--- src/hdl/bsyy_mac.sv ---
// Module: shared 8x33 multiply-accumulate unit for one lane term per cycle while enabled.
module bsyy_mac (
  input  logic        clk_i,
  input  logic        clr_i,
  input  logic        en_i,
  input  logic [7:0]  pix_i,
  input  logic [32:0] wgt_i,
  output logic [7:0]  res_o
);
  logic [40:0] acc_q, acc_d;
  logic [40:0] prod;

  assign prod  = {33'd0, pix_i} * {8'd0, wgt_i};
  assign res_o = acc_q[39:32];

  // Start a new sum with the first term of a lane.
  always_comb begin
    acc_d = acc_q;
    if (en_i) acc_d = (clr_i ? 41'd0 : acc_q) + prod;
  end

  always_ff @(posedge clk_i) begin
    acc_q <= acc_d;
  end
endmodule
--- config.mk ---
export PLATFORM = sky130hd
export DESIGN_NAME = bsyy_mac
export DESIGN_NICKNAME = d
export VERILOG_FILES = /design/src/hdl/bsyy_mac.sv
export SDC_FILE = /design/constraint.sdc
export NUM_CORES = 1
export LEC_CHECK = 0
export BUFFER_PORTS_ARGS = -buffer_cell sky130_fd_sc_hd__buf_4
export CORE_MARGIN = 2
export CORE_UTILIZATION = 50
export CTS_BUF_LIST = sky130_fd_sc_hd__clkbuf_4
export DETAILED_ROUTE_END_ITERATION = 8
export GPL_TIMING_DRIVEN = 0
export PLACE_DENSITY_LB_ADDON = 0.15
export SLEW_MARGIN = 10
export SYNTH_ARGS = -nofsm -noshare
export SYNTH_HDL_FRONTEND = slang
export SYNTH_SLANG_ARGS = --single-unit
export TNS_END_PERCENT = 100
--- constraint.sdc ---
create_clock -name clk_i -period 6.3 [get_ports clk_i]
set_input_delay 1.575 -clock clk_i [delete_from_list [all_inputs] [get_ports clk_i]]
set_output_delay 1.575 -clock clk_i [all_outputs]
set_load 0.05 [all_outputs]
Word level (Yosys, flattened, before mapping):

Index checks and enable logic that the tools add are counted.
Widths: inputs -> output; s select.

* bits in registers: 41
* input port bits: 44
* output and inout bits: 8
* word-level logic and storage cells: 4

* add/sub/neg operators: 1
* multipliers: 1
* multiplexer cells: 1

Operator list (number)
* $add 41x41->41: 1
* $mul 8x33->41: 1
* $mux 41: 1

Logic depth before layout (Yosys ltp):

* word-level depth: 2
* gate-level depth with buffers: 22
* depth with buffers taken out: 20

Least setup slack after synthesis:

No wires, ideal clock.

* kind: input -> register
* start point: input port pix_i[0]
* end point: register acc_q[36] (data pin)
* setup time: 0.180 ns
* arrival time: 6.257 ns
* data required time: 6.120 ns
* slack: -0.137 ns
* stages: 21
* path buffers: 3
* path through: clkbuf_1 clkbuf_1 nand2_1 fa_1 inv_1 fa_1 fa_1 inv_1 fa_1 inv_1 ha_1 and3_4 buf_6 and2_4 a22oi_2 nand3_1 o21ai_1 nand4_1 a31oi_1 or4b_1 o311ai_1

* longest elaborated chain between the ends: 2

Ends and longest elaborated chain
* from (decl): RTL line 6 `input logic [7:0] pix_i,`
* $mul 8x33->41: RTL line 13 `assign prod = {33'd0, pix_i} * {8'd0, wgt_i};`
* $add 41x41->41: RTL line 19 `if (en_i) acc_d = (clr_i ? 41'd0 : acc_q) + prod;`
* to (signal assigned): RTL line 23 `acc_q <= acc_d;`
* to (decl): RTL line 10 `logic [40:0] acc_q, acc_d;`

No other way between the ends.
A chain may end at the register's enable or synchronous reset.

Final worst setup path:

* start point: input port clr_i
* end point: register acc_q[36] (data pin)

* longest elaborated chain between the ends: 2

Ends and longest elaborated chain
* from (decl): RTL line 4 `input logic clr_i,`
* $mux 41: RTL line 19
* $add 41x41->41: RTL line 19

No other way between the ends.

==> results by group <==
Status
  • Status: finished, final reports clean

Placement
  • Final RePlAce weighted congestion: 0.9101
  • IO Port Bufs: 49
  • Setup Slack @ Placement: -1.117 ns
  • Dpl hpwl: 22750 um

Critical path
  • Crit. End Element: flop
  • Critical path's slowest cell: fa_1
  • CP Class: input port to flop
  • CP Cell Sequence: buf_12 > buf_8 > nand2b_4 > fa_1 > inv_2 > fa_1 > fa_1 > inv_2 > fa_1 > inv_2 > ha_4 > buf_6 > a21oi_4 > o21ai_2 > a22oi_2 > nand3_1 > o21ai_2 > nand4_1 > a31oi_2 > or4b_4 > o311ai_4
  • Crit path DAT: 6.56 ns
  • CP dominant cell by count: fa_1
  • Worst EP required: 6.57 ns
  • Worst path max stage delay: 0.59 ns
  • Cell family with most CP delay: adder cells
  • WP buf/inv: 6
  • Worst Path Max Fanout: 6
  • CP startpoint kind: input port

Timing
  • Fin worst setup slack: 0.007506 ns
  • Worst-Margin Slew: 0.6455 ns
  • Fin Clk Skew: 0.02602 ns
  • Final setup viols: 0
  • Max Freq: 158.9 MHz
  • Fin crit period: 6.292 ns
  • Slew Viols, Final: 0
  • RSZ-0062 raised after global routing: true
  • Max-slew headroom: 56.97%
  • Final hold viol count: 0
  • Final period util: 99.88%

Min path
  • Hold Crit Class: flop to flop

Run
  • Max cap viols: 0

Global routing
  • Total grt overflow: 0
  • Largest net degree at the start of global routing: 41
  • First-pass GRT wire length: 46250 um
  • Initial antenna violation count: 1
  • Tot GR Track Use: 26.86%
  • Vias in the first global route: 8552

Synth
  • Mapped cell area: 10900 um^2
  • Post-synthesis cell type count: 53
  • Register area share after synthesis: 11.02%
  • Synthesized instance count: 1180
  • Number of synthesized flops with an enable pin: 40
  • Synth async-reset ratio: 0%
  • Yosys reg bits: 40
  • Syn_nets: 1505
  • Synthesis Warnings: 0
  • Synth Area per Inst: 9.237 um^2
  • Synth top area share: 41.14%
  • Top FF cell, synth: edfxtp_1
  • Largest cells by area after synthesis: fa_1, edfxtp_1, and2_1
  • Largest area contributor in the netlist: fa_1

Cells and area
  • Nets@finish: 1597
  • Final core occ: 59.87%
  • Area Overhead vs Synth: 18.76%
  • Largest reg by FF count: acc_q
  • Largest register FFs: 40
  • Filler cells: 1916
  • Share of layout cells above drive strength 1: 19.01%
  • Largest regs: acc_q: 40 flops

Routing
  • Final wirelength: 29240 um
  • Drt first pass iters: 5
  • Vias per cell: 5.262
  • Detailed-route DRC error count: 0
  • Routed vias: 8177
  • DRC violation total after the first TritonRoute iteration: 390
  • Routed Antenna Nets: 0
  • DR WL/cell: 18.82 um

Clock network
  • H-tree Lvls: 2
  • Max Root-Sink Buffers: 2
  • TritonCTS clock tree: done
  • Clock sink count: 40
  • CTS root buffer: clkbuf_4
  • Clock-pin slew on the worst setup and hold paths: 0.16 ns
  • Cts hold-fix bufs: 0
  • Clock buffer count from CTS: 5
  • Worst-skew pair later-pin latency: 0.43 ns

Floorplanning
  • Die width: 151.6 um
  • Core Rows: 54
  • Die Y: 151.6 um
  • Full die area: 22990 um^2
  • Core area: 21620 um^2
  • Initial core utilization: 50.41%
  • Io pins: 52
[what timing repair did]
action,4_1_cts,5_1_grt
buffers inserted,8,30
resized for setup,105,124
gates cloned,2,2
pin swaps,25,59
endpoints found under the setup margin,19,14
[through the flow]
step	cells	TNS, ns	cell area, um^2	hold WS [ns]
finish	1554	0	12940	0.7187
global route	1554	-0.1731	12940	0.7786
CTS	1524	0	12270	0.7244
detailed placement	1509	-17.66	11650	0.6801
global placement	1509	-17.72	11650	0.6512
floorplan	1180	0	10930	0.6284
[per-layer routing]
layer	wire, um	track usage [%]
met1	12790	37.38
met3	1552	3.892
met4	585	6.065
met5	0	0
met2	14320	44.89
[cells in the final DEF (no fill, tap or decap), drive strengths merged, types with 16 or more instances in the layout]
cell type    n
xnor2       24
edfxtp      40
clkbuf      27
and2       189
a21o        16
ha          57
inv        263
nand2      102
nand2b      39
a21oi       44
buf        115
fa         224
o21ai       24
[final cells by class]
class | instances | area [um^2] | area share (%)
Tap cell | 280 | 350.3 | 2.707
Multi-Input combinational cell | 826 | 9055 | 69.96
Clock buffer | 6 | 45.04 | 0.3480
Inverter | 263 | 987.2 | 7.627
Buffer | 45 | 530.5 | 4.099
Antenna cell | 1 | 2.502 | 0.01933
Timing Repair Buffer | 91 | 760.7 | 5.877
Clock inverter | 2 | 11.26 | 0.08700
Sequential cell | 40 | 1201 | 9.280
[Yosys cell counts, types with 2 or more instances]
library cell    n
o21ai_2         2
a21oi_2         2
nand2b_1       39
buf_2           3
nor3_1          2
a21oi_1        42
and4_1          2
and2_1        188
o21bai_1        2
xnor2_1        24
a31o_2          2
o21a_1          2
o21ai_1         5
o211ai_1        3
ha_1           57
fa_1          224
inv_1         263
xor2_1         13
a211oi_1        3
nand2_1       102
o2111ai_1       3
a31oi_1         7
nor2b_1         9
edfxtp_1       40
nand4_1        10
or3_1           2
nand3_1        10
clkbuf_1       39
buf_4           8
o2111a_1        3
nor2_1         13
a21o_1         16
and3_1          4
o21ai_0        17
[worst register-to-register path: stages (launching register included)]
cell and delay, ns:
edfxtp_1 0.40, nand2b_4 0.06, fa_1 0.49, inv_2 0.04
fa_1 0.50, fa_1 0.59, inv_2 0.05, fa_1 0.52
inv_2 0.05, ha_4 0.21, buf_6 0.12, a21oi_4 0.16
o21ai_2 0.09, a22oi_2 0.25, nand3_1 0.13, o21ai_2 0.20
nand4_1 0.28, a31oi_2 0.31, or4b_4 0.50, o311ai_4 0.09
[cells by family after synthesis]
family          count (synthesis)  share of synthesized area (%)
simple gates                  387                          19.71
buf+inv                       314                          11.19
fa+ha+maj                     281                          47.69
compound gates                121                          7.416
flops                          40                          11.02
xor+xnor                       37                          2.973
[path summary, 6_finish.rpt]
kind / endpoint / slack (ns) / startpoint / cells past startpoint
max reg2reg: acc_q[36] / 1.10 / acc_q[19] / 19
max: acc_q[36] / 0.008 / clr_i / 21
min: acc_q[0] / 0.72 / acc_q[0] / 2
min reg2reg: acc_q[0] / 0.72 / acc_q[0] / 2
Power is left out: the tool's default activity adds up to more than one toggle a clock period on the data nets, which glitch-free logic cannot reach.
