File: src/hdl/bsyy_div.sv
// Module: restoring divider, one quotient bit per cycle.
module bsyy_div (
  input  logic        clk_i,
  input  logic        rst_ni,
  input  logic        start_i,
  input  logic [25:0] num_i,
  input  logic [11:0] den_i,
  output logic        done_o,
  output logic [25:0] quo_o
);
  logic [25:0] quo_q, quo_d;
  logic [12:0] rem_q, rem_d;
  logic [11:0] den_q, den_d;
  logic [4:0]  cnt_q, cnt_d;
  logic        busy_q, busy_d;
  logic [12:0] trial;

  assign trial  = {rem_q[11:0], quo_q[25]};
  assign quo_o  = quo_q;
  assign done_o = busy_q && (cnt_q == 5'd0);

  always_comb begin
    quo_d  = quo_q;
    rem_d  = rem_q;
    den_d  = den_q;
    cnt_d  = cnt_q;
    busy_d = busy_q;
    if (start_i) begin
      quo_d  = num_i;
      rem_d  = '0;
      den_d  = den_i;
      cnt_d  = 5'd26;
      busy_d = 1'b1;
    end else if (busy_q && cnt_q != 5'd0) begin
      if (trial >= {1'b0, den_q}) begin
        rem_d = trial - {1'b0, den_q};
        quo_d = {quo_q[24:0], 1'b1};
      end else begin
        rem_d = trial;
        quo_d = {quo_q[24:0], 1'b0};
      end
      cnt_d = cnt_q - 5'd1;
    end else if (busy_q) begin
      busy_d = 1'b0;
    end
  end

  always_ff @(posedge clk_i or negedge rst_ni) begin
    if (!rst_ni) begin
      busy_q <= 1'b0;
      cnt_q  <= '0;
    end else begin
      busy_q <= busy_d;
      cnt_q  <= cnt_d;
    end
  end

  always_ff @(posedge clk_i) begin
    quo_q <= quo_d;
    rem_q <= rem_d;
    den_q <= den_d;
  end
endmodule

File: config.mk
export PLATFORM = sky130hd
export DESIGN_NAME = bsyy_div
export DESIGN_NICKNAME = d
export VERILOG_FILES = /design/src/hdl/bsyy_div.sv
export SDC_FILE = /design/constraint.sdc
export NUM_CORES = 1
export LEC_CHECK = 0
export BUFFER_PORTS_ARGS = -buffer_cell sky130_fd_sc_hd__buf_2
export CELL_PAD_IN_SITES_DETAIL_PLACEMENT = 2
export CELL_PAD_IN_SITES_GLOBAL_PLACEMENT = 2
export CORE_ASPECT_RATIO = 1.4
export CORE_UTILIZATION = 37
export CTS_CLUSTER_DIAMETER = 200
export DETAILED_ROUTE_END_ITERATION = 16
export PLACE_DENSITY = 0.9
export SKIP_LAST_GASP = 1
export SLEW_MARGIN = 25
export SYNTH_ARGS = -nofsm -noshare
export SYNTH_HDL_FRONTEND = slang
export SYNTH_SLANG_ARGS = --single-unit
File: constraint.sdc
create_clock -name clk_i -period 6 [get_ports clk_i]
set_input_delay 0.6 -clock clk_i [delete_from_list [all_inputs] [get_ports clk_i]]
set_output_delay 0.6 -clock clk_i [all_outputs]
set_load 0.01 [all_outputs]
# Word-level counts from Yosys, hierarchy flattened

Index checks and enable logic that the tools add are counted.

Add/sub/neg operators: 2
Multipliers: 0
Divide/modulo/power cells: 0
$lt $le $gt $ge: 1
Eq/ne operators: 1
Shift operators: 0
Multiplexer cells: 8
Bitwise operators: 0
Reductions and logical operators: 5

Operators with widths:

| cell                | number |
|---|---|
| $mux 26             | 2 |
| $ge 13x12->1        | 1 |
| $mux 12             | 1 |
| $sub 12x12->12      | 1 |
| $mux 5              | 2 |
| $logic_not 5->1     | 1 |
| $reduce_bool 5->1   | 1 |
| $sub 5x1->5 const B | 1 |
| $mux 1              | 3 |
| $logic_and 1x1->1   | 2 |
| $ne 2x2->1 const B  | 1 |
| $reduce_bool 2->1   | 1 |

Register bits after elaboration: 56
Latch bits: 0
Bits in writable memories: 0
ROM bits: 0
Bits of input ports: 41
Output and inout port bits: 27
Word-level logic and storage cells: 22
Memories: 0

# Logic depth before layout (Yosys ltp)

Gate-level depths: netlist of the first run.

Depth after elaboration: 4
Mapped depth: 10
Depth with buffers taken out: 10

# Worst setup path after synthesis of the first run

Ideal clock, no wire load.

Path type: reg2reg
Start point: register quo_q[25] (netlist: quo_o[25])
End point: register rem_q[8]
Library setup time: 0.127 ns
Arrival: 2.344 ns
Data required time: 5.873 ns
Path slack: 3.529 ns
Stages on the path, launching flop included: 11
Path buffers: 0
Clock period less this slack: 2.471 ns
Path through: edfxtp_1 -> inv_1 -> ha_1 -> inv_1 -> fa_1 -> a211oi_1 -> o21bai_1 -> a2111oi_1 -> nor4_1 -> o2111ai_1 -> nand3_1

Longest elaborated chain between the ends: 2
Elaborated cells between the ends (all ways): 3
Classes of those cells: add/sub (1); order compare (1); mux (1)

Ends and longest elaborated chain:

| what                                           | RTL line | text |
|---|---|---|
| start: declaration                             | 11       | `logic [25:0] quo_q, quo_d;` |
| start signal: assignment                       | 59       | `quo_q <= quo_d;` |
| $sub 12x12->12 or $ge 13x12->1 (tied branches) | 36, 35   |  |
| $mux 12 *                                      | 35       | `if (trial >= {1'b0, den_q}) begin` |
| end signal: assignment                         | 60       | `rem_q <= rem_d;` |
| end: declaration                               | 12       | `logic [12:0] rem_q, rem_d;` |

Mark *: on every way between the ends. The rest lies on a longest branch, timed or not.
A chain may end at the register's enable or synchronous reset.

# Worst setup path in the final report of the first run

Ends and elaborated chain as after synthesis.

==> impl_metrics.ini, run 1 <==
[status]
status = complete, no violations

[die]
die_h_um = 106
coreArea_um2 = 7450
die_w_um = 76.5
die_area_um2 = 8140
ios = 68
rows = 37
start_util_pct = 38.6

[routing]
drt_first_pass_iters = 4
drt-total-wl_um = 8760
drc_errors = 0
ant_nets = 0
drt-initial-drc-count = 72
drt-wirelength-per-cell_um = 21.8
vias_per_cell = 5.51
via_count = 2214

[yosys]
avgSynthCellArea_um2 = 12.0
synth_enable_flop_cells = 38
ys_types = 51
ys_seq_elements = 56
syn_nets = 295
synth_area_leader_cell = edfxtp_1
synth_fa_ha_area_share_pct = 6.78
synthSimpleGateAreaFrac_pct = 9.09
synth-seq-area-share_pct = 53.2
synth_area_um2 = 2880
synth_top_area_share_pct = 39.7
synth_xor_area_share_pct = 3.65
ys_warn_count = 0
synth_ff_type = edfxtp_1
synthTopCellsByArea = edfxtp_1, mux2_2, dfxtp_1
synth_compound_area_share_pct = 12.9
yosys-mux-area-fraction_pct = 10.3
syn_inst = 239
synth_top_family_by_area = compound AO/OA/AOI/OAI gates
async_reset_ff_share_pct = 10.7

[timing]
slew-limit-headroom_pct = 37.0
slew_viol_final = 0
fin_skew_ns = 0.0140
hold_viol = 0
fin_crit_sh_pct = 49.1
rsz0062_at_grt = no
fin_setup_tns_ns = 0
fin_crit_ns = 2.94
setup_ws_ns = 3.06
setup_viol = 0
fmax_mhz = 340
max_slew.worst_pin.slew_ns = 0.945

[run]
max-cap-violations = 0

[layout]
antenna_cells = 0
ff_latch_area_um2 = 1530
area_delta_synth_final_pct = 18.0
final_common_cell = buf_2
layout.cells.non_filler = 402
fin_nets = 360
drive_above_1_share_pct = 35.4
layout_common_cells = buf_2, edfxtp_1, mux2_2
post-route-util_pct = 45.6
num-fill-cells = 761
multi_input_area_um2 = 1230

[global_route]
grt_overflow = 0
antenna_found_initial = 0
grt_max_degree = 43
grt_pass1_vias = 2553
grt_usage_pct = 22.5
grt_pass1_wl_um = 13700

[clock_network]
post_cts_buffers = 0
tritoncts = built
cts_hold_buf = 0
cts.repair.resized = 0
cts_sinks = 56
clock_latency_ns = 0.32
clk_pin_slew_ns = 0.11
clk_path_buf_depth = 2
ctsHtreeMaxLevel = 2
cts_root_buf = clkbuf_8
numCtsBuffers = 5

[power_and_ir_drop]
ir_drop_uv = 207
p_leak_nw = 1.42
power.total_mw = 1.24
powerDensity_nw_per_um2 = 364

[placement]
gp_congestion = 0.748
pre_cts_slack_ns = 2.60
io_buffers = 67
dp_hpwl_um = 6150
post-place-cells = 394

[worst_setup_path]
r2r-start = quo_o[25]$_DFFE_PP_
r2r-end = rem_q[8]$_SDFFE_PP0P_
worstSetupPathType = flop to flop
arrival_ns = 3.15
cp.required_ns = 6.20
crit_fanout = 3
r2r_slack_ns = 3.06
startpoint_type = flop
worstRegToRegCells = 10
crit_path_end_kind = flop

[min_path]
hp-class = primary input to asynchronous set/reset pin
## power breakdown
group	total (mW)	internal (mW)	switching (mW)	leakage (nW)
sequential	0.531	0.480	0.0505	0.556
clock	0.255	0.124	0.131	0.0552
combinational	0.449	0.181	0.268	0.812
total	1.24	0.785	0.450	1.42
## state kept, by name, indices dropped and copies added (netlist names)
signal  flops
quo_o      26
den_q      12
rem_q      12
cnt_q       5
busy_q      1
## synthesized netlist by cell type (all sizes together) (3+ instances only)
library cell	number
a211oi	3
a21oi	8
a311oi	3
a31oi	3
clkbuf	8
dfrtp	6
dfxtp	12
edfxtp	38
ha	14
inv	16
mux2	26
nand2	15
nand3	7
nand4	4
nor2	9
nor3	5
nor4	3
o211ai	5
o21ai	13
xnor2	7
xor2	5
## per-stage QoR
stage	hold WS, ns	instance area (um^2)
CTS	0.0950	3390
detailed placement	0.434	3290
floorplan	0.304	2880
finish	0.0954	3400
global placement	0.433	3290
global route	0.0880	3400
## critical path, cell delays in order (launching register included)
cell and delay [ns]:
edfxtp_1 0.46, inv_1 0.13, ha_1 0.19, inv_1 0.07
fa_1 0.43, a211oi_1 0.38, o21bai_1 0.24, a2111oi_1 0.55
nor4_1 0.11, o2111ai_1 0.20, nand3_1 0.08
## worst max path at each step
stage                               from                    end
finish               quo_o[25]$_DFFE_PP_  rem_q[8]$_SDFFE_PP0P_
global route         quo_o[25]$_DFFE_PP_  rem_q[8]$_SDFFE_PP0P_
CTS                 cnt_q[0]$_DFFE_PN0P_    quo_o[13]$_DFFE_PP_
detailed placement               start_i    quo_o[15]$_DFFE_PP_
global placement                 start_i    quo_o[15]$_DFFE_PP_
floorplan            quo_o[25]$_DFFE_PP_  rem_q[8]$_SDFFE_PP0P_
## area by class of cell
class,instances,share of cell area [%]
inverters,16,1.77
well taps,97,3.57
multi-input cells,157,36.3
clock buffers,6,2.14
flip-flops and latches,56,45.1
repair buffers,68,10.1
clock inverters,2,1.03
## metal layers
layer | GRT usage [%] | share of wire (%) | vias up
li1 | - | - | 1025
met4 | 8.79 | 2.1 | 0
met5 | 0 | 0 | -
met1 | 23.5 | 39 | 1108
met2 | 43.6 | 55 | 66
met3 | 4.29 | 4.0 | 15
## kinds of logic (layout without fill, tap and decap cells)
group | count (synthesis) | count (layout)
AOI/OAI and AO/OA | 51 | 51
xor gates and xnor gates | 12 | 12
adders and majority gates | 15 | 15
buffers and inverters | 26 | 92
DFF | 56 | 56
muxes | 26 | 26
and+or+nand+nor | 53 | 53
No activity file was read; power rests on OpenSTA's default activity.
==> inputs of run 2 (changes only) <==
--- a/config.mk
+++ b/config.mk
@@ -5,14 +5,15 @@
 export SDC_FILE = /design/constraint.sdc
 export NUM_CORES = 1
 export LEC_CHECK = 0
+export ABC_AREA = 1
 export BUFFER_PORTS_ARGS = -buffer_cell sky130_fd_sc_hd__buf_2
 export CELL_PAD_IN_SITES_DETAIL_PLACEMENT = 2
 export CELL_PAD_IN_SITES_GLOBAL_PLACEMENT = 2
 export CORE_ASPECT_RATIO = 1.4
-export CORE_UTILIZATION = 37
+export CORE_UTILIZATION = 29
 export CTS_CLUSTER_DIAMETER = 200
 export DETAILED_ROUTE_END_ITERATION = 16
-export PLACE_DENSITY = 0.9
+export PLACE_DENSITY = 0.83
 export SKIP_LAST_GASP = 1
 export SLEW_MARGIN = 25
 export SYNTH_ARGS = -nofsm -noshare
==> constraint.sdc (replaced) <==
create_clock -name clk_i -period 2.42 [get_ports clk_i]
set_input_delay 0.242 -clock clk_i [delete_from_list [all_inputs] [get_ports clk_i]]
set_output_delay 0.242 -clock clk_i [all_outputs]
set_load 0.01 [all_outputs]
==> run 2 against run 1 <==
Net effect: highest routed layer unchanged; sequential power increased by 140%; count of clock-buffer cells in the layout decreased by 1; die area increased by 40%; synthesized cell count increased by 62%; combinational power increased to 3.1 times the previous value; clock power increased to 3.3 times the previous value.
==> impl_metrics.ini, run 2 <==
[worst_setup_path]
r2r_slack_ns = 0.28
cp.required_ns = 2.48
crit_end = quo_o[0]$_DFFE_PP_
startpoint_type = flop
arrival_ns = 2.20
r2r-end = quo_o[0]$_DFFE_PP_
crit_fanout = 16
startpoint = rem_q[9]$_SDFFE_PP0P_
crit_path_end_kind = flop
worstSetupPathType = flop to flop
r2r-start = rem_q[9]$_SDFFE_PP0P_
worstRegToRegCells = 9

[yosys]
avgSynthCellArea_um2 = 8.24
synth-seq-area-share_pct = 48.0
synth_top_area_share_pct = 35.8
ys_top_cells_by_count = nand2_1, inv_1, edfxtp_1
ys_types = 33
ys_seq_elements = 56
ys_warn_count = 0
syn_inst = 387
synth_area_um2 = 3190
synth_ff_type = edfxtp_1
async_reset_ff_share_pct = 10.7
synth.most_common_cell = nand2_1
synth_enable_flop_cells = 38
synthTopCellsByArea = edfxtp_1, nand2_1, dfxtp_1
synth_area_leader_cell = edfxtp_1
syn_nets = 443

[clock_network]
clk_pin_slew_ns = 0.07
numCtsBuffers = 5
post_cts_buffers = 0
ctsHtreeMaxLevel = 2
tritoncts = built
cts_root_buf = clkbuf_16
clock_latency_ns = 0.30
cts.repair.resized = 0
cts_sinks = 56
clk_path_buf_depth = 2

[global_route]
antenna_found_initial = 0
grt_pass1_wl_um = 16200
grt_overflow = 0
grt_pass1_vias = 3339
grt_usage_pct = 18.0
grt_max_degree = 34

[layout]
area_delta_synth_final_pct = 21.0
num-fill-cells = 1239
largest_reg_flops = 26
stdcell_area_um2 = 3860
final_common_cell = nand2_1
layout_common_cells = nand2_1, buf_2, inv_1
drive_above_1_share_pct = 23.0
antenna_cells = 0
post-route-util_pct = 36.7
fin_nets = 515

[routing]
ant_nets = 0
drc_errors = 0
via_count = 2864
drt-wirelength-per-cell_um = 16.2
drt_first_pass_iters = 4
drt-total-wl_um = 9690
drt-initial-drc-count = 91
vias_per_cell = 4.79

[timing]
slew-limit-headroom_pct = 75.3
fin_skew_ns = 0.00374
fin_crit_sh_pct = 88.5
rsz0062_at_grt = no
fmax_mhz = 467
setup_viol = 0
whs_ns = 0.117
hold_viol = 0
slew_viol_final = 0
fin_setup_tns_ns = 0
max_slew.worst_pin.slew_ns = 0.370
fin_crit_ns = 2.14

[placement]
gp_congestion = 0.796
dp_hpwl_um = 7530
io_buffers = 67
placed_cell_area_um2 = 3680

[die]
start_util_pct = 30.3
rows = 44
die_h_um = 126
die_w_um = 90.6
coreArea_um2 = 10500
die_area_um2 = 11400
ios = 68

[status]
status = complete, no violations

[power_and_ir_drop]
p_leak_nw = 1.98
power.total_mw = 3.49
powerDensity_nw_per_um2 = 905
ir_drop_uv = 451

[run]
max-cap-violations = 0

[min_path]
hp-class = primary input to flop
run 2: changes by cell type after synthesis, moves of 5 or more:
| cell | before | now |
|---|---|---|
| mux2_2 | 25 | 0 |
| nand4_1 | 4 | 14 |
| inv_1 | 16 | 54 |
| nor2_1 | 8 | 16 |
| xor2_1 | 5 | 0 |
| nand2_1 | 15 | 156 |
| nand3_1 | 7 | 19 |
| o21ai_0 | 10 | 3 |
| nand2_2 | 0 | 8 |
| nand3_2 | 0 | 8 |
| clkbuf_1 | 8 | 3 |
run 2: final cells by class:
cell class              count  area, um^2  area share (%)
flip-flops and latches     56        1530            39.7
multi-input cells         265        1390            35.9
repair buffers             73         383            9.92
inverters                  58         218            5.64
well taps                 138         173            4.47
clock buffers               5         125            3.24
clock inverters             3        42.5            1.10
run 2: power breakdown:
part,leakage (nW),internal (mW),total [mW],switching [mW]
registers,0.567,1.18,1.29,0.115
clock network,0.0814,0.487,0.830,0.343
logic,1.33,0.478,1.37,0.894
run 2: routing by layer:
layer | GRT usage (%) | vias up | wire length, um | share of wire, %
li1 | - | 1377 | - | -
met1 | 17.2 | 1399 | 3430 | 35
met2 | 37.3 | 73 | 5650 | 58
met3 | 3.38 | 15 | 401 | 4.1
met4 | 6.17 | 0 | 205 | 2.1
met5 | 0 | - | 0 | 0
run 2: timing repair:
item                                   4_1_cts  5_1_grt
hold buffers                                 1        0
endpoints found under the hold margin        6        0
setup endpoints to repair                    0        0
run 2: worst min path at each step:
stage | to | from | depth (start not counted) | slack (ns)
3_3_place_gp | cnt_q[0]$_DFFE_PN0P_ | rst_ni | 1 | 0.08
6_report | den_q[0]$_DFFE_PP_ | den_i[0] | 1 | 0.12
5_1_grt | den_q[0]$_DFFE_PP_ | den_i[0] | 1 | 0.11
4_1_cts | den_q[0]$_DFFE_PP_ | den_i[0] | 1 | 0.11
3_5_place_dp | cnt_q[0]$_DFFE_PN0P_ | rst_ni | 1 | 0.08
2_1_floorplan | busy_q$_DFFE_PN0P_ | rst_ni | 0 | -0.05
run 2: cell families after synthesis:
| logic type | share of synthesized area, % |
|---|---|
| AO/OA/AOI/OAI | 2.86 |
| XOR/XNOR | 1.37 |
| adder cells (fa/ha/maj) | 6.12 |
| buffers and inverters | 8.47 |
| flip-flops | 48.0 |
| AND/OR/NAND/NOR | 33.2 |
run 2: critical path, cell delays in order, from the launching register on:
cell and delay, ns:
dfxtp_1 0.35, ha_1 0.39, nand2_1 0.09, nand2_1 0.07
nand2_1 0.06, nand2_1 0.11, a21oi_4 0.32, nand3_4 0.31
nand2_1 0.14, nand2_1 0.05
run 2: metrics by stage:
stage          setup slack, ns  std cells
6_report                 0.278        598
5_1_grt                 0.0957        598
4_1_cts                  0.250        598
3_5_place_dp             0.274        589
3_3_place_gp             0.344        589
2_1_floorplan            0.555        387
